`src/hw/rtl/pwot_pkg.sv`:
```
// Shared types, field widths, request and status codes for the pending write overlap table.
`default_nettype none

package pwot_pkg;

    localparam int TYPE_W   = 2;
    localparam int ADDR_W   = 32;
    localparam int SEQ_W    = 32;
    localparam int OFF_W    = 2;
    localparam int COUNT_W  = 3;
    localparam int MASK_W   = 4;
    localparam int STAT_W   = 2;

    // Request codes
    localparam logic [TYPE_W-1:0] REQ_INSERT = 2'd0;
    localparam logic [TYPE_W-1:0] REQ_DELETE = 2'd1;
    localparam logic [TYPE_W-1:0] REQ_PICK   = 2'd2;
    localparam logic [TYPE_W-1:0] REQ_CHECK  = 2'd3;

    // Status codes
    localparam logic [STAT_W-1:0] STAT_OK        = 2'd0;
    localparam logic [STAT_W-1:0] STAT_FULL      = 2'd1;
    localparam logic [STAT_W-1:0] STAT_NOT_FOUND = 2'd2;

    // Payload of one table entry
    typedef struct packed {
        logic [ADDR_W-1:0]  addr;
        logic [SEQ_W-1:0]   seq;
        logic [OFF_W-1:0]   off;
        logic [COUNT_W-1:0] cnt;
    } pwot_data_t;

    // Entry as seen on the read port: valid bit plus payload
    typedef struct packed {
        logic       valid;
        pwot_data_t data;
    } pwot_entry_t;

    // Write command from the sequencer to the store
    typedef struct packed {
        logic       en;
        logic       set;    // 1: store entry and mark valid, 0: invalidate
        pwot_data_t data;
    } pwot_wr_t;

    // Result of comparing one entry against the active request
    typedef struct packed {
        logic              stop;
        logic              hit;
        logic [MASK_W-1:0] mask;
    } pwot_match_t;

    // Slot mask of a run, bits at or above slots dropped, low MASK_W bits kept
    function automatic logic [MASK_W-1:0] run_mask(
        input logic [OFF_W-1:0]   off,
        input logic [COUNT_W-1:0] cnt,
        input int                 slots
    );
        logic [MASK_W-1:0] m;
        int lo;
        int hi;
        lo = int'(off);
        hi = lo + int'(cnt);
        for (int b = 0; b < MASK_W; b++)
        begin
            m[b] = (b < slots) && (b >= lo) && (b < hi);
        end
        return m;
    endfunction

endpackage

`default_nettype wire

```
`src/hw/rtl/pwot_if.sv`:
```
// Request and response channel interfaces for the pending write overlap table.
`default_nettype none

interface pwot_req_if;
    import pwot_pkg::*;

    logic               valid;
    logic               ready;
    logic [TYPE_W-1:0]  req_type;
    logic [ADDR_W-1:0]  page_addr;
    logic [OFF_W-1:0]   slot_offset;
    logic [COUNT_W-1:0] slot_count;
    logic [SEQ_W-1:0]   seq_num;

    modport source (
        output valid, req_type, page_addr, slot_offset, slot_count, seq_num,
        input  ready
    );

    modport sink (
        input  valid, req_type, page_addr, slot_offset, slot_count, seq_num,
        output ready
    );
endinterface

interface pwot_rsp_if;
    import pwot_pkg::*;

    logic              valid;
    logic              ready;
    logic              hit;
    logic [MASK_W-1:0] cover_mask;
    logic [STAT_W-1:0] status;

    modport source (
        output valid, hit, cover_mask, status,
        input  ready
    );

    modport sink (
        input  valid, hit, cover_mask, status,
        output ready
    );
endinterface

`default_nettype wire

```
`src/hw/rtl/pwot_store.sv`:
```
// Entry memory with registered read port and per-entry valid flops.
`default_nettype none

module pwot_store #(
    parameter int ENTRIES = 16
) (
    input  wire logic                         clk,
    input  wire logic                         rst_n,
    input  wire logic                         rd_en,
    input  wire logic [$clog2(ENTRIES)-1:0]   rd_idx,
    output pwot_pkg::pwot_entry_t             rd_data,
    input  wire pwot_pkg::pwot_wr_t           wr,
    input  wire logic [$clog2(ENTRIES)-1:0]   wr_idx
);
    import pwot_pkg::*;

    pwot_data_t        entry_mem [ENTRIES];
    logic [ENTRIES-1:0] valid_reg;
    pwot_entry_t       rd_data_reg;

    // Set or clear the valid bit of the written entry
    always_ff @(posedge clk or negedge rst_n)
    begin
        if (!rst_n)
        begin
            valid_reg <= '0;
        end
        else if (wr.en)
        begin
            valid_reg[wr_idx] <= wr.set;
        end
    end

    // Write payload on insert, read one entry per cycle
    always_ff @(posedge clk)
    begin
        if (wr.en && wr.set)
        begin
            entry_mem[wr_idx] <= wr.data;
        end
        if (rd_en)
        begin
            rd_data_reg.valid <= valid_reg[rd_idx];
            rd_data_reg.data  <= entry_mem[rd_idx];
        end
    end

    assign rd_data = rd_data_reg;

endmodule

`default_nettype wire

```
`src/hw/rtl/pwot_match.sv`:
```
// Shared compare unit: tests one entry against the active request.
`default_nettype none

module pwot_match #(
    parameter int SLOTS = 4
) (
    input  wire pwot_pkg::pwot_entry_t         entry,
    input  wire logic [pwot_pkg::TYPE_W-1:0]   req_type,
    input  wire logic [pwot_pkg::ADDR_W-1:0]   page_addr,
    input  wire logic [pwot_pkg::SEQ_W-1:0]    seq_num,
    output pwot_pkg::pwot_match_t              result
);
    import pwot_pkg::*;

    logic addr_eq;
    logic seq_eq;
    logic seq_lt;

    assign addr_eq = entry.valid && (entry.data.addr == page_addr);
    assign seq_eq  = (entry.data.seq == seq_num);
    assign seq_lt  = (entry.data.seq < seq_num);

    // Decode per request type
    always_comb
    begin
        result = '0;
        case (req_type)
            REQ_INSERT:
            begin
                result.stop = !entry.valid;
            end
            REQ_DELETE:
            begin
                result.stop = addr_eq && seq_eq;
                result.hit  = addr_eq && seq_eq;
            end
            REQ_PICK:
            begin
                result.hit = addr_eq;
                if (addr_eq && seq_lt)
                begin
                    result.mask = run_mask(entry.data.off, entry.data.cnt, SLOTS);
                end
            end
            REQ_CHECK:
            begin
                result.hit = addr_eq;
            end
            default:
            begin
                result = '0;
            end
        endcase
    end

endmodule

`default_nettype wire

```
`src/hw/rtl/pwot_ctrl.sv`:
```
// Scan sequencer: walks the table one entry per cycle and builds the response.
`default_nettype none

module pwot_ctrl #(
    parameter int ENTRIES = 16
) (
    input  wire logic                         clk,
    input  wire logic                         rst_n,
    pwot_req_if.sink                          req,
    pwot_rsp_if.source                        rsp,
    output logic                              rd_en,
    output logic [$clog2(ENTRIES)-1:0]        rd_idx,
    input  wire pwot_pkg::pwot_match_t        match,
    output logic [pwot_pkg::TYPE_W-1:0]       cur_type,
    output logic [pwot_pkg::ADDR_W-1:0]       cur_addr,
    output logic [pwot_pkg::SEQ_W-1:0]        cur_seq,
    output pwot_pkg::pwot_wr_t                wr,
    output logic [$clog2(ENTRIES)-1:0]        wr_idx
);
    import pwot_pkg::*;

    localparam int IDX_W = $clog2(ENTRIES);
    localparam int CNT_W = $clog2(ENTRIES + 1);

    typedef enum logic [1:0] {
        S_IDLE,
        S_SCAN,
        S_RESULT
    } state_t;

    state_t             state_reg,    state_next;
    logic [TYPE_W-1:0]  type_reg,     type_next;
    logic [ADDR_W-1:0]  addr_reg,     addr_next;
    logic [SEQ_W-1:0]   seq_reg,      seq_next;
    logic [OFF_W-1:0]   off_reg,      off_next;
    logic [COUNT_W-1:0] cnt_reg,      cnt_next;
    logic [CNT_W-1:0]   idx_reg,      idx_next;
    logic               cmp_live_reg, cmp_live_next;
    logic [IDX_W-1:0]   cmp_idx_reg,  cmp_idx_next;
    logic               hit_reg,      hit_next;
    logic [MASK_W-1:0]  mask_reg,     mask_next;
    logic [STAT_W-1:0]  status_reg,   status_next;
    logic               out_valid_reg, out_valid_next;
    logic               out_hit_reg,   out_hit_next;
    logic [MASK_W-1:0]  out_mask_reg,  out_mask_next;
    logic [STAT_W-1:0]  out_status_reg, out_status_next;

    // Next-state logic
    always_comb
    begin
        state_next      = state_reg;
        type_next       = type_reg;
        addr_next       = addr_reg;
        seq_next        = seq_reg;
        off_next        = off_reg;
        cnt_next        = cnt_reg;
        idx_next        = idx_reg;
        cmp_live_next   = cmp_live_reg;
        cmp_idx_next    = cmp_idx_reg;
        hit_next        = hit_reg;
        mask_next       = mask_reg;
        status_next     = status_reg;
        out_valid_next  = out_valid_reg && !rsp.ready;
        out_hit_next    = out_hit_reg;
        out_mask_next   = out_mask_reg;
        out_status_next = out_status_reg;
        rd_en           = 1'b0;
        wr              = '0;
        wr.data.addr    = addr_reg;
        wr.data.seq     = seq_reg;
        wr.data.off     = off_reg;
        wr.data.cnt     = cnt_reg;

        case (state_reg)
            S_IDLE:
            begin
                // Latch the request and start the scan at entry zero
                if (req.valid)
                begin
                    type_next     = req.req_type;
                    addr_next     = req.page_addr;
                    seq_next      = req.seq_num;
                    off_next      = req.slot_offset;
                    cnt_next      = req.slot_count;
                    idx_next      = '0;
                    cmp_live_next = 1'b0;
                    hit_next      = 1'b0;
                    mask_next     = '0;
                    status_next   = (req.req_type == REQ_INSERT) ? STAT_FULL : STAT_NOT_FOUND;
                    state_next    = S_SCAN;
                end
            end
            S_SCAN:
            begin
                // Issue the read of the next entry
                if (idx_reg < CNT_W'(ENTRIES))
                begin
                    rd_en         = 1'b1;
                    idx_next      = idx_reg + CNT_W'(1);
                    cmp_live_next = 1'b1;
                    cmp_idx_next  = idx_reg[IDX_W-1:0];
                end
                else
                begin
                    cmp_live_next = 1'b0;
                end
                // Evaluate the entry read in the previous cycle
                if (cmp_live_reg)
                begin
                    if (match.hit)
                    begin
                        hit_next    = 1'b1;
                        status_next = STAT_OK;
                    end
                    mask_next = mask_reg | match.mask;
                    if (match.stop)
                    begin
                        wr.en       = 1'b1;
                        wr.set      = (type_reg == REQ_INSERT);
                        status_next = STAT_OK;
                        state_next  = S_RESULT;
                    end
                    else if (cmp_idx_reg == IDX_W'(ENTRIES - 1))
                    begin
                        state_next = S_RESULT;
                    end
                end
            end
            S_RESULT:
            begin
                // Hand the result to the output register once it is free
                if (!out_valid_reg || rsp.ready)
                begin
                    out_valid_next  = 1'b1;
                    out_hit_next    = hit_reg;
                    out_mask_next   = mask_reg;
                    out_status_next = status_reg;
                    state_next      = S_IDLE;
                end
            end
            default:
            begin
                state_next = S_IDLE;
            end
        endcase
    end

    // Hold state and registered outputs
    always_ff @(posedge clk or negedge rst_n)
    begin
        if (!rst_n)
        begin
            state_reg      <= S_IDLE;
            type_reg       <= REQ_INSERT;
            addr_reg       <= '0;
            seq_reg        <= '0;
            off_reg        <= '0;
            cnt_reg        <= '0;
            idx_reg        <= '0;
            cmp_live_reg   <= 1'b0;
            cmp_idx_reg    <= '0;
            hit_reg        <= 1'b0;
            mask_reg       <= '0;
            status_reg     <= STAT_OK;
            out_valid_reg  <= 1'b0;
            out_hit_reg    <= 1'b0;
            out_mask_reg   <= '0;
            out_status_reg <= STAT_OK;
        end
        else
        begin
            state_reg      <= state_next;
            type_reg       <= type_next;
            addr_reg       <= addr_next;
            seq_reg        <= seq_next;
            off_reg        <= off_next;
            cnt_reg        <= cnt_next;
            idx_reg        <= idx_next;
            cmp_live_reg   <= cmp_live_next;
            cmp_idx_reg    <= cmp_idx_next;
            hit_reg        <= hit_next;
            mask_reg       <= mask_next;
            status_reg     <= status_next;
            out_valid_reg  <= out_valid_next;
            out_hit_reg    <= out_hit_next;
            out_mask_reg   <= out_mask_next;
            out_status_reg <= out_status_next;
        end
    end

    assign req.ready      = (state_reg == S_IDLE);
    assign rsp.valid      = out_valid_reg;
    assign rsp.hit        = out_hit_reg;
    assign rsp.cover_mask = out_mask_reg;
    assign rsp.status     = out_status_reg;
    assign rd_idx         = idx_reg[IDX_W-1:0];
    assign wr_idx         = cmp_idx_reg;
    assign cur_type       = type_reg;
    assign cur_addr       = addr_reg;
    assign cur_seq        = seq_reg;

endmodule

`default_nettype wire

```
`src/hw/rtl/pending_write_overlap_table.sv`:
```
// Top level of the pending write overlap table.
//
// Usage:
//   req carries one transaction per request: insert, delete, pick or check,
//   with page address, slot run and sequence number. rsp returns exactly one
//   transaction per request: hit flag, cover mask and status.
//   The block holds one request at a time; req.ready is high only while idle.
//   Each request walks the table one entry per cycle through the entry
//   memory's single read port and one shared compare unit. Insert and
//   delete stop at the first free or matching entry; pick and check scan
//   every entry. The block takes no new request until the last one has
//   reached the result register and the block is back in idle.
//   The result waits in an output register; if rsp is stalled, the next
//   request is still accepted and scanned, and its result is held back until
//   the output register frees up.
//   Reset clears all valid bits at once; no clearing pass is needed, and the
//   block is ready as soon as reset is released.
`default_nettype none

module pending_write_overlap_table #(
    parameter int ENTRIES = 16,
    parameter int SLOTS   = 4
) (
    input  wire logic  clk,
    input  wire logic  rst_n,
    pwot_req_if.sink   req,
    pwot_rsp_if.source rsp
);
    import pwot_pkg::*;

    localparam int IDX_W = $clog2(ENTRIES);

    logic               rd_en;
    logic [IDX_W-1:0]   rd_idx;
    pwot_entry_t        rd_data;
    pwot_wr_t           wr;
    logic [IDX_W-1:0]   wr_idx;
    pwot_match_t        match;
    logic [TYPE_W-1:0]  cur_type;
    logic [ADDR_W-1:0]  cur_addr;
    logic [SEQ_W-1:0]   cur_seq;

    pwot_ctrl #(
        .ENTRIES (ENTRIES)
    ) u_ctrl (
        .clk      (clk),
        .rst_n    (rst_n),
        .req      (req),
        .rsp      (rsp),
        .rd_en    (rd_en),
        .rd_idx   (rd_idx),
        .match    (match),
        .cur_type (cur_type),
        .cur_addr (cur_addr),
        .cur_seq  (cur_seq),
        .wr       (wr),
        .wr_idx   (wr_idx)
    );

    pwot_store #(
        .ENTRIES (ENTRIES)
    ) u_store (
        .clk     (clk),
        .rst_n   (rst_n),
        .rd_en   (rd_en),
        .rd_idx  (rd_idx),
        .rd_data (rd_data),
        .wr      (wr),
        .wr_idx  (wr_idx)
    );

    pwot_match #(
        .SLOTS (SLOTS)
    ) u_match (
        .entry     (rd_data),
        .req_type  (cur_type),
        .page_addr (cur_addr),
        .seq_num   (cur_seq),
        .result    (match)
    );

endmodule

`default_nettype wire

```
`src/flat_wrapper.sv`:
```
// flat-port wrapper written by rule: the top's interface ports become plain ports
module pending_write_overlap_table_flat import pwot_pkg::*;
#(
    parameter int ENTRIES = 16,
    parameter int SLOTS   = 4
)
  (clk, rst_n, req_valid, req_req_type, req_page_addr, req_slot_offset, req_slot_count, req_seq_num, req_ready, rsp_valid, rsp_hit, rsp_cover_mask, rsp_status, rsp_ready);
  pwot_req_if req_i ();
  pwot_rsp_if rsp_i ();
  input  wire logic clk;
  input  wire logic rst_n;
  input wire logic [$bits(req_i.valid)-1:0] req_valid;
  input wire logic [$bits(req_i.req_type)-1:0] req_req_type;
  input wire logic [$bits(req_i.page_addr)-1:0] req_page_addr;
  input wire logic [$bits(req_i.slot_offset)-1:0] req_slot_offset;
  input wire logic [$bits(req_i.slot_count)-1:0] req_slot_count;
  input wire logic [$bits(req_i.seq_num)-1:0] req_seq_num;
  output wire logic [$bits(req_i.ready)-1:0] req_ready;
  output wire logic [$bits(rsp_i.valid)-1:0] rsp_valid;
  output wire logic [$bits(rsp_i.hit)-1:0] rsp_hit;
  output wire logic [$bits(rsp_i.cover_mask)-1:0] rsp_cover_mask;
  output wire logic [$bits(rsp_i.status)-1:0] rsp_status;
  input wire logic [$bits(rsp_i.ready)-1:0] rsp_ready;
  assign req_i.valid = req_valid;
  assign req_i.req_type = req_req_type;
  assign req_i.page_addr = req_page_addr;
  assign req_i.slot_offset = req_slot_offset;
  assign req_i.slot_count = req_slot_count;
  assign req_i.seq_num = req_seq_num;
  assign req_ready = req_i.ready;
  assign rsp_valid = rsp_i.valid;
  assign rsp_hit = rsp_i.hit;
  assign rsp_cover_mask = rsp_i.cover_mask;
  assign rsp_status = rsp_i.status;
  assign rsp_i.ready = rsp_ready;
  pending_write_overlap_table #(.ENTRIES(ENTRIES), .SLOTS(SLOTS)) u_core (.clk(clk), .rst_n(rst_n), .req(req_i), .rsp(rsp_i));
endmodule
```
`config.mk`:
```
export PLATFORM = sky130hd
export DESIGN_NAME = pending_write_overlap_table_flat
export DESIGN_NICKNAME = d
export VERILOG_FILES = /design/src/hw/rtl/pwot_pkg.sv /design/src/hw/rtl/pwot_if.sv /design/src/hw/rtl/pwot_store.sv /design/src/hw/rtl/pwot_match.sv /design/src/hw/rtl/pwot_ctrl.sv /design/src/hw/rtl/pending_write_overlap_table.sv /design/src/flat_wrapper.sv
export SDC_FILE = /design/constraint.sdc
export NUM_CORES = 1
export LEC_CHECK = 0
export ABC_AREA = 1
export BUFFER_PORTS_ARGS = -buffer_cell sky130_fd_sc_hd__buf_2
export CAP_MARGIN = 20
export CORE_AREA = 2 2 340 342
export CTS_CLUSTER_DIAMETER = 30
export DETAILED_ROUTE_END_ITERATION = 8
export DIE_AREA = 0 0 342 344
export GPL_ROUTABILITY_DRIVEN = 0
export SYNTH_ARGS = -nofsm -noshare
export SYNTH_HDL_FRONTEND = slang
export SYNTH_SLANG_ARGS = --single-unit
```
`constraint.sdc`:
```
create_clock -name clk -period 4.25 [get_ports clk]
set_clock_uncertainty 0.15 [all_clocks]
set_input_delay 0 -clock clk [delete_from_list [all_inputs] [get_ports clk]]
set_output_delay 0 -clock clk [all_outputs]
set_load 0.005 [all_outputs]
```
== Yosys cells after proc, flatten, opt, wreduce, memory -nomap -nowiden ==
Memories as Yosys holds them, arrays and structs flattened. A register that Yosys moved wholly into a read port is not among the register bits.
Index checks and enable logic that the tools add are counted.
Word-level totals
  bits in registers: 115
  memory bits (writable): 1104
  bits of input ports: 75
  output and inout port bits: 9
  word-level logic and storage cells: 117
  memories kept: 1
Memories
  u_core.u_store.entry_mem: depth 16, width 69, rd ports 1, clocked after memory_dff 1, wr ports 1, line pwot_store.sv:17  | pwot_data_t entry_mem [ENTRIES];
Operators by class
  add/subtract/negate cells: 2
  magnitude comparators: 12
  equal/unequal tests: 15
  muxes and demuxes: 41
  bitwise operators: 1
  reduce and logical (&&, ||, !) cells: 27
Operator list (number)
  == test 32 bit: 2
  less-than comparator 32 bit: 1
  two-way mux 2 bit: 13
  bitwise mux 16 bit: 1
  two-way mux 4 bit: 4
  AND reduction 4 bit: 3
  two-way mux 1 bit: 11
  less-than comparator 4 x 5 -> 1 bit, second input constant: 2
  two-way mux 5 bit: 2
  case mux 5 bit (2 select lines): 1
  logical AND 1 bit: 9
  less-than comparator 1 x 4 -> 1 bit, first input constant: 2
  less-than comparator 2 x 4 -> 1 bit, first input constant: 2
  inequality test 2 bit, second input constant: 4
  case mux 1 bit (2 select lines): 4
  case mux 4 bit (2 select lines): 1
  AND reduction 2 bit: 4
  == test 2 bit, second input constant: 3
  zero test 2 bit: 3
  case mux 2 bit (3 select lines): 1
  AND reduction 3 bit: 2
  adder 5 x 1 -> 5 bit, second input constant: 1
  less-than comparator 5 bit, second input constant: 1
  adder 2 x 3 -> 4 bit: 1
  16 further kinds: 20

== Depth between registers and ports, before layout ==
Gate-level depths: netlist of run 1.
  depth after elaboration: 10
  gate-level depth with buffers: 14
  gate-level depth less buffers: 14

== Hierarchy ==
A second synthesis of run 1 with hierarchy kept.
Second synthesis, totals
  cell total of the unflattened synthesis: 5564
  area, all modules: 56472.9 um^2
Modules (own cells, without submodules)
  pwot_store: instances 1, cells an instance 4662, area an instance 50156.9 um^2, sequential area each 35654.2 um^2
  pwot_ctrl: instances 1, cells an instance 512, area an instance 4403.0 um^2, sequential area each 2452.4 um^2
  pwot_match: instances 1, cells an instance 390, area an instance 1913.1 um^2, sequential area each 0.0 um^2

== Worst setup path after synthesis of run 1 ==
Ideal clock, no wire load.
  path kind: register to register
  start point: register u_core.u_ctrl.state_reg[1]
  end point: register u_core.u_ctrl.idx_reg[2]
  library setup time: 0.136 ns
  arrival time: 3.389 ns
  data required time: 3.964 ns
  path slack: 0.575 ns
  stages on the path, launching flop included: 9
  buffers on the path: 0
  clock period less this slack: 3.675 ns
  cells stage by stage: dfrtp_1 -> inv_1 -> nand2_2 -> nor2_2 -> inv_1 -> nor2_1 -> inv_1 -> o21ai_0 -> a21oi_1
Between the ends
  word-level cells in the longest chain between the ends: 3
  elaborated cells on any way between the ends: 7
  those cells by class: eq/ne: 3; mux: 1; reduce/logical: 3
Ends and longest elaborated chain
  start: declaration: line pwot_ctrl.sv:31  | state_t state_reg, state_next;
  start signal: assignment: line pwot_ctrl.sv:172  | state_reg <= state_next;
  == test 2 x 1 -> 1 bit or zero test 2 bit (tied branches): line pwot_ctrl.sv:74  | case (state_reg)
  inequality test 2 bit (no source line) or nonzero test 2 bit (tied branches)
  AND reduction 3 bit (no source line)
  end signal: assignment: line pwot_ctrl.sv:178  | idx_reg <= idx_next;
  end: declaration: line pwot_ctrl.sv:37  | logic [CNT_W-1:0] idx_reg, idx_next;
Parallel ways exist; a longest one is shown, timed or not.
A chain may end at the register's enable or synchronous reset.

== Worst setup path in the final report of run 1 ==
  start point: register u_core.u_ctrl.seq_reg[27], in the netlist u_core.u_ctrl.cur_seq[27]
  end point: register u_core.u_ctrl.status_reg[1]
Between the ends
  word-level cells in the longest chain between the ends: 6
  elaborated cells on any way between the ends: 9
  those cells by class: eq/ne: 2; mux: 5; reduce/logical: 2
Ends and longest elaborated chain
  start: declaration: line pwot_ctrl.sv:34  | logic [SEQ_W-1:0] seq_reg, seq_next;
  start signal: assignment: line pwot_ctrl.sv:175  | seq_reg <= seq_next;
  == test 32 bit *: line pwot_match.sv:20  | assign seq_eq = (entry.data.seq == seq_num);
  logical AND 1 bit *: line pwot_match.sv:34, pwot_match.sv:35
  case mux 1 bit (2 select lines): line pwot_match.sv:27  | case (req_type)
  two-way mux 2 bit: line pwot_ctrl.sv:116  | if (match.stop)
  two-way mux 2 bit: line pwot_ctrl.sv:108  | if (cmp_live_reg)
  case mux 2 bit (2 select lines): line pwot_ctrl.sv:74
  end signal: assignment: line pwot_ctrl.sv:183  | status_reg <= status_next;
  end: declaration: line pwot_ctrl.sv:42  | logic [STAT_W-1:0] status_reg, status_next;
Mark *: on every way between the ends. The rest lies on a longest branch, timed or not. The select of a mux whose other input is x is not followed.

==> flow_metrics.env, run 1 <==
export IMPL_largest_reg_flops=1104
export IMPL_max_cap_violations=0
export IMPL_drv_slew=0
export IMPL_synth_top_area_share_pct=69.3
export IMPL_ctsHtreeMaxLevel=5
export IMPL_worst_pin_slew_ps=884
export IMPL_synth_most_common_cell="edfxtp_1"
export IMPL_ys_seq_area_share_pct=74.9
export IMPL_routed_wl_mm=143
export IMPL_fp_dieArea_mm2=0.118
export IMPL_cellPowerDensity_mw_per_mm2=769
export IMPL_status="completed"
export IMPL_crit_slowest_cell="dfrtp_1"
export IMPL_slowest_delay_ps=630
export IMPL_drt_iter0_drc=3361
export IMPL_port_buffers=83
export IMPL_start_util_pct=44.7
export IMPL_viasPerCell=5.59
export IMPL_antenna_cells=0
export IMPL_worst_endpoint_required_ps=4810
export IMPL_drive_above_1_share_pct=14.7
export IMPL_worst_slack_ps=616
export IMPL_placement_rows=124
export IMPL_grt_first_pass_wirelength_mm=213
export IMPL_clockBufferDepth=4
export IMPL_synthTopCellsByArea="edfxtp_1 69%, dfrtp_1 5.6%, o21ai_0 4.9%"
export IMPL_hold_path_class="in -> reg"
export IMPL_drt_pass1_iter_count=5
export IMPL_syn_avg_cell_area_um2=13.0
export IMPL_hold_depth=4
export IMPL_synthTopCellsByCount="1174 x edfxtp_1, 614 x nor2_1, 496 x o21ai_0, 419 x nand2_1, 163 x o22ai_1"
export IMPL_fp_dieW_um=342
export IMPL_finalSetupTns_ps=0
export IMPL_netlist_instances=3907
export IMPL_min_to="u_core.u_ctrl.cur_seq[19]"
export IMPL_cts_made_buffers=278
export IMPL_r2r_cells=14
export IMPL_relSlewSlack_pct=41.0
export IMPL_fin_crit_ps=3630
export IMPL_dp_hpwl_mm=74.0
export IMPL_drc=0
export IMPL_cts_root_buf="clkbuf_16"
export IMPL_hold_violations=0
export IMPL_reg2reg_to="u_core.u_ctrl.status_reg[1]"
export IMPL_min_from="req_seq_num[19]"
export IMPL_dp_cells=5362
export IMPL_synth_nets=4018
export IMPL_clk_latency_ps=840
export IMPL_cts_hold_buf=234
export IMPL_wl_per_cell_um=23.6
export IMPL_arrival_ps=4190
export IMPL_synth_async_reset_ratio_pct=8.85
export IMPL_vias=33900
export IMPL_synth_edf_count=1174
export IMPL_grt_max_degree=161
export IMPL_crit_family="simple AND/OR/NAND/NOR gates"
export IMPL_synth_ff_latch_count=1288
export IMPL_place_ws_ps=1090
export IMPL_yosysUniqueCellTypes=39
export IMPL_r2r_slack_ps=620
export IMPL_numClockSinks=1288
export IMPL_nets=4475
export IMPL_crit_path_start_kind="flop"
export IMPL_syn2layout_area_growth_pct=27.2
export IMPL_antenna_found_initial=4
export IMPL_period_share_pct=85.5
export IMPL_crit_chain="inv_1 > ha_1 > nand2_1 > nor2_1 > nand4_1 > nor2_1 > nand2_1 > a21oi_1 > nand2_1 > nand2_1 > nand2_1 > nand3_1 > nand2_1 > dlygate4sd3_1"
export IMPL_grtUsageTotal_pct=24.2
export IMPL_post_cts_resize_count=0
export IMPL_instances_no_fill=6072
export IMPL_grt_pass1_vias=34100
export IMPL_grt_overflow_total=0
export IMPL_boundaryPins=84
export IMPL_cts_tree="yes"
export IMPL_clk_pin_slew_ps=50
export IMPL_path_common_cell="nand2_1"
export IMPL_path_class="reg -> reg"
export IMPL_core_area_mm2=0.114
export IMPL_ir_drop_v=0.000592
export IMPL_grt_setup_unrepaired="false"
export IMPL_leakagePower_nw=22.9
export IMPL_cts_setup_buffers=0
export IMPL_ys_warn_count=0
export IMPL_setup_viol=0
export IMPL_ant_nets=0
export IMPL_syn_area_mm2=0.0509
export IMPL_cp_buffers_inverters=2
export IMPL_path_max_fanout=17
export IMPL_die_h_um=344
export IMPL_end_kind="flop"
export IMPL_rr_startpoint="u_core.u_ctrl.cur_seq[27]"
export IMPL_yosys_area_top_type="edfxtp_1"
export IMPL_fmax_ghz=0.275
export IMPL_synthFlopType="edfxtp_1"
[logic make-up after synthesis]
| kind of cell | Yosys count | synth area share, % |
|---|---|---|
| AND/OR/NAND/NOR | 1216 | 9.65 |
| flip-flops | 1288 | 74.9 |
| multiplexers | 2 | 0.0443 |
| buffers and inverters | 389 | 3.31 |
| AO/OA/AOI/OAI | 968 | 11.1 |
| XOR/XNOR | 8 | 0.138 |
| adder cells (fa/ha/maj) | 36 | 0.900 |
[final cells by class]
cell class | count | area [um2]
Clock inverter | 151 | 1780
Timing Repair Buffer | 420 | 3970
Sequential cell | 1288 | 38100
Tap cell | 1512 | 1890
Inverter | 146 | 609
Fill cell | 9000 | 49200
Multi-Input combinational cell | 2230 | 11100
Clock buffer | 325 | 7240
[routing by layer]
| layer | wire length (um) | GRT usage [%] | up-vias | share of wire (%) |
|---|---|---|---|---|
| met3 | 9640 | 4.21 | 278 | 6.7 |
| met1 | 59100 | 32.0 | 16900 | 41 |
| met5 | 9 | 0 | - | 0.0063 |
| li1 | - | - | 15300 | - |
| met2 | 69900 | 40.2 | 1364 | 49 |
| met4 | 4400 | 9.26 | 2 | 3.1 |
[cell usage in the layout, fill, tap and decap left out, types with 5 or more instances in the layout]
cell / netlist / routed
dlygate4sd3_1: 0 / 233
ha_1: 35 / 35
clkinv_2: 0 / 40
edfxtp_1: 1174 / 1174
inv_4: 0 / 18
bufinv_16: 0 / 33
o211ai_2: 7 / 7
xnor2_1: 6 / 6
nand3_1: 134 / 134
buf_2: 66 / 82
clkinv_4: 0 / 14
nor2_1: 614 / 613
o221ai_1: 110 / 110
inv_6: 0 / 9
nand4_1: 10 / 10
o21ai_1: 140 / 140
buf_4: 7 / 70
o21ai_0: 496 / 496
nand2_1: 419 / 419
nor2_4: 2 / 5
dfrtp_1: 114 / 111
o221ai_2: 7 / 7
clkbuf_1: 148 / 40
clkinv_1: 0 / 28
clkinvlp_4: 0 / 22
a21oi_1: 23 / 23
o211ai_1: 16 / 16
o22ai_1: 163 / 163
buf_12: 1 / 33
nor2_2: 14 / 12
inv_1: 142 / 124
nand3_2: 11 / 11
clkbuf_16: 0 / 281
nor3_1: 5 / 5
[worst register-to-register path, stage by stage (launching register included)]
cell and delay, ps:
dfrtp_1 630, inv_1 120, ha_1 320, nand2_1 60
nor2_1 160, nand4_1 190, nor2_1 490, nand2_1 240
a21oi_1 170, nand2_1 80, nand2_1 80, nand2_1 100
nand3_1 90, nand2_1 50, dlygate4sd3_1 550
[worst max-delay path by stage]
stage	from	end	slack (ps)	cells after the start
floorplan	u_core.u_ctrl.state_reg[1]	u_core.u_ctrl.idx_reg[2]	570	8
global placement	u_core.u_ctrl.cur_seq[24]	u_core.u_store.valid_reg[4]	1120	13
finish	u_core.u_ctrl.cur_seq[27]	u_core.u_ctrl.status_reg[1]	620	14
global route	u_core.u_ctrl.cur_seq[27]	u_core.u_ctrl.status_reg[1]	410	14
detailed placement	u_core.u_ctrl.cur_seq[25]	u_core.u_store.valid_reg[1]	1090	13
CTS	u_core.u_ctrl.cur_seq[27]	u_core.u_ctrl.status_reg[1]	630	14
[stage by stage]
stage          power (mW)  cell area (um2)  util, %  hold WS [ps]
2_1_floorplan        24.6            50900        -          -446
3_3_place_gp         28.6            53300     46.8         -49.8
3_5_place_dp         28.7            53300     46.8         -52.9
4_1_cts              49.9            64700     56.8        0.0189
5_1_grt              51.9            64700     56.8          5.33
6_report             49.8            64700     56.8          13.6
[power by group]
part	switching (mW)	internal [mW]
Clock	6.57	14.1
Combinational	7.03	3.48
Sequential	1.98	16.6
Total	15.6	34.2
(Power assumes the default switching activity.)
==> run 2, diff against run 1 <==
--- a/config.mk
+++ b/config.mk
@@ -5,13 +5,12 @@
 export SDC_FILE = /design/constraint.sdc
 export NUM_CORES = 1
 export LEC_CHECK = 0
-export ABC_AREA = 1
 export BUFFER_PORTS_ARGS = -buffer_cell sky130_fd_sc_hd__buf_2
 export CAP_MARGIN = 20
-export CORE_AREA = 2 2 340 342
+export CORE_AREA = 2 2 335 337
 export CTS_CLUSTER_DIAMETER = 30
 export DETAILED_ROUTE_END_ITERATION = 8
-export DIE_AREA = 0 0 342 344
+export DIE_AREA = 0 0 337 339
 export GPL_ROUTABILITY_DRIVEN = 0
 export SYNTH_ARGS = -nofsm -noshare
 export SYNTH_HDL_FRONTEND = slang
==> run 2 against run 1 <==
Compared with the run above:
- power is 4.9% lower
- critical path type unchanged
- highest routed layer unchanged
- combinational power shrank 9%
- routed wire length decreased by 15%
- clock power decreased by 8%
- maximum frequency up 5.3%
- synthesized cell count down 41%
- critical endpoint is now u_core.u_ctrl.mask_reg[1]
- global-route usage shrank 2.5 points
- via count decreased by 25%
==> flow_metrics.env, run 2 <==
export IMPL_drt_iter0_drc=2640
export IMPL_numClockSinks=1288
export IMPL_port_buffers=83
export IMPL_ys_seq_area_share_pct=77.1
export IMPL_synth_nets=2399
export IMPL_period_share_pct=81.2
export IMPL_mostFrequentLayoutCell="edfxtp_1"
export IMPL_placement_rows=122
export IMPL_syn_area_mm2=0.0494
export IMPL_syn_avg_cell_area_um2=21.6
export IMPL_relSlewSlack_pct=40.0
export IMPL_synthTopCellsByCount="1174 x edfxtp_1, 350 x mux4_2, 194 x nand2_1, 114 x dfrtp_1, 78 x clkbuf_1"
export IMPL_synth_top_area_share_pct=71.3
export IMPL_drive_above_1_share_pct=31.9
export IMPL_synth_edf_count=1174
export IMPL_dr_wl_met2_mm=59.4
export IMPL_worst_endpoint_required_ps=4820
export IMPL_vias=25300
export IMPL_grt_setup_unrepaired="false"
export IMPL_path_class="reg -> reg"
export IMPL_hold_violations=0
export IMPL_leakagePower_nw=21.3
export IMPL_final_cell_mix="1174 x edfxtp_1, 350 x mux4_2, 237 x clkbuf_16, 224 x dlygate4sd3_1, 194 x nand2_1"
export IMPL_die_h_um=339
export IMPL_dp_cells=3823
export IMPL_finalSetupTns_ps=0
export IMPL_fillers=8067
export IMPL_place_area_mm2=0.0523
export IMPL_worst_pin_slew_ps=900
export IMPL_hold_path_class="in -> reg"
export IMPL_fp_dieW_um=337
export IMPL_m1WireLength_mm=50.6
export IMPL_final_area_mm2=0.0629
export IMPL_largest_reg_flops=1104
export IMPL_fmax_ghz=0.290
export IMPL_setup_viol=0
export IMPL_netlist_instances=2288
export IMPL_ant_nets=0
export IMPL_wl_met3_mm=9.54
export IMPL_wl_per_cell_um=27.2
export IMPL_cts_root_buf="clkbuf_16"
export IMPL_grtUsageTotal_pct=21.7
export IMPL_cts_tree="yes"
export IMPL_ctsHtreeMaxLevel=4
export IMPL_drv_slew=0
export IMPL_cts_made_buffers=234
export IMPL_synthFlopType="edfxtp_1"
export IMPL_drc=0
export IMPL_fin_crit_ps=3450
export IMPL_routed_top_layer="met5"
export IMPL_viasPerCell=5.62
export IMPL_post_cts_resize_count=0
export IMPL_synth_most_common_cell="edfxtp_1"
export IMPL_syn2layout_area_growth_pct=27.2
export IMPL_ys_warn_count=0
export IMPL_end_kind="flop"
export IMPL_clk_latency_ps=810
export IMPL_ir_drop_v=0.000421
export IMPL_grt_first_pass_wirelength_mm=178
export IMPL_grt_overflow_total=0
export IMPL_path_max_fanout=18
export IMPL_nets=2907
export IMPL_worst_slack_ps=799
export IMPL_synthTopCellsByArea="edfxtp_1 71%, mux4_2 16%, dfrtp_1 5.8%"
export IMPL_crit_path_start_kind="flop"
export IMPL_antenna_found_initial=2
export IMPL_synth_ff_latch_count=1288
export IMPL_status="completed"
export IMPL_fp_dieArea_mm2=0.114
export IMPL_clockBufferDepth=3
export IMPL_yosys_area_top_type="edfxtp_1"
export IMPL_synth_async_reset_ratio_pct=8.85
export IMPL_max_cap_violations=0
export IMPL_dp_hpwl_mm=61.6
export IMPL_drt_pass1_iter_count=5
export IMPL_routed_wl_mm=122
export IMPL_start_util_pct=44.8
export IMPL_boundaryPins=84
export IMPL_place_ws_ps=930
export IMPL_grt_max_degree=72
export IMPL_yosysUniqueCellTypes=50
export IMPL_clk_pin_slew_ps=50
export IMPL_instances_no_fill=4499
export IMPL_grt_pass1_vias=26700
export IMPL_arrival_ps=4030
export IMPL_cellPowerDensity_mw_per_mm2=753
export IMPL_core_area_mm2=0.110
==> run 2: what timing repair did <==
item                                   in CTS  in global routing
setup endpoints to repair                   0                  0
buffers inserted                            0                  0
endpoints found under the hold margin     192                  0
hold buffers                              225                  0
==> run 2: cells by family after synthesis <==
group,synth area share (%)
and+or+nand+nor,2.90
muxes,16.1
buffers and inverters,1.14
xor gates and xnor gates,0.633
adders and majority gates,0.926
AOI/OAI and AO/OA,1.24
DFF,77.1
==> run 2: routing by layer <==
layer	up-vias	global-route usage, %
met1	13500	30.4
met2	1078	34.3
li1	10500	-
met5	-	0
met3	188	4.97
met4	2	6.45
==> run 2: report_power, final <==
group / internal (mW) / leakage [nW] / total [mW] / switching, mW
Sequential: 16.8 / 12.1 / 18.8 / 2.00
Combinational: 4.67 / 5.13 / 9.58 / 4.91
Clock: 12.3 / 3.99 / 19.0 / 6.72
Total: 33.7 / 21.3 / 47.3 / 13.6
==> run 2: final cells by class <==
type / instances / area [um2] / area share [%]
Multi-Input combinational cell: 851 / 10900 / 17.3
Sequential cell: 1288 / 38100 / 60.6
Antenna cell: 1 / 2.50 / 0.00398
Clock inverter: 179 / 2100 / 3.34
Timing Repair Buffer: 382 / 3530 / 5.62
Tap cell: 1488 / 1860 / 2.96
Inverter: 39 / 149 / 0.237
Clock buffer: 271 / 6210 / 9.87
==> run 2: worst paths after layout <==
kind	cells past startpoint	slack, ps	start	endpoint
max	6	800	u_core.u_ctrl.cur_addr[22]	u_core.u_ctrl.mask_reg[1]
min	4	50	req_seq_num[5]	u_core.u_ctrl.cur_seq[5]
max reg2reg	6	800	u_core.u_ctrl.cur_addr[22]	u_core.u_ctrl.mask_reg[1]
min reg2reg	2	330	u_core.u_ctrl.mask_reg[0]	u_core.u_ctrl.mask_reg[0]
max in group asynchronous	4	3130	rst_n	u_core.u_ctrl.cur_addr[3]
min in group asynchronous	4	260	rst_n	u_core.u_ctrl.cur_seq[18]
==> run 2: worst max-delay path: stages, from the launching register on <==
cell     delay (ps)
dfrtp_1         580
xnor2_1         610
nand4_1         160
or4_1           590
or4_4           580
or4_4           520
o21ai_2         180
==> run 2: through the flow <==
| step | utilization (%) | hold slack, ps | power [mW] |
|---|---|---|---|
| finish | 57.0 | 52.9 | 47.3 |
| global placement | 47.4 | -34.8 | 28.0 |
| CTS | 57.0 | 3.61 | 47.6 |
| global route | 57.0 | 67.5 | 49.1 |
| detailed placement | 47.4 | -14.5 | 28.2 |
| floorplan | - | -446 | 24.6 |
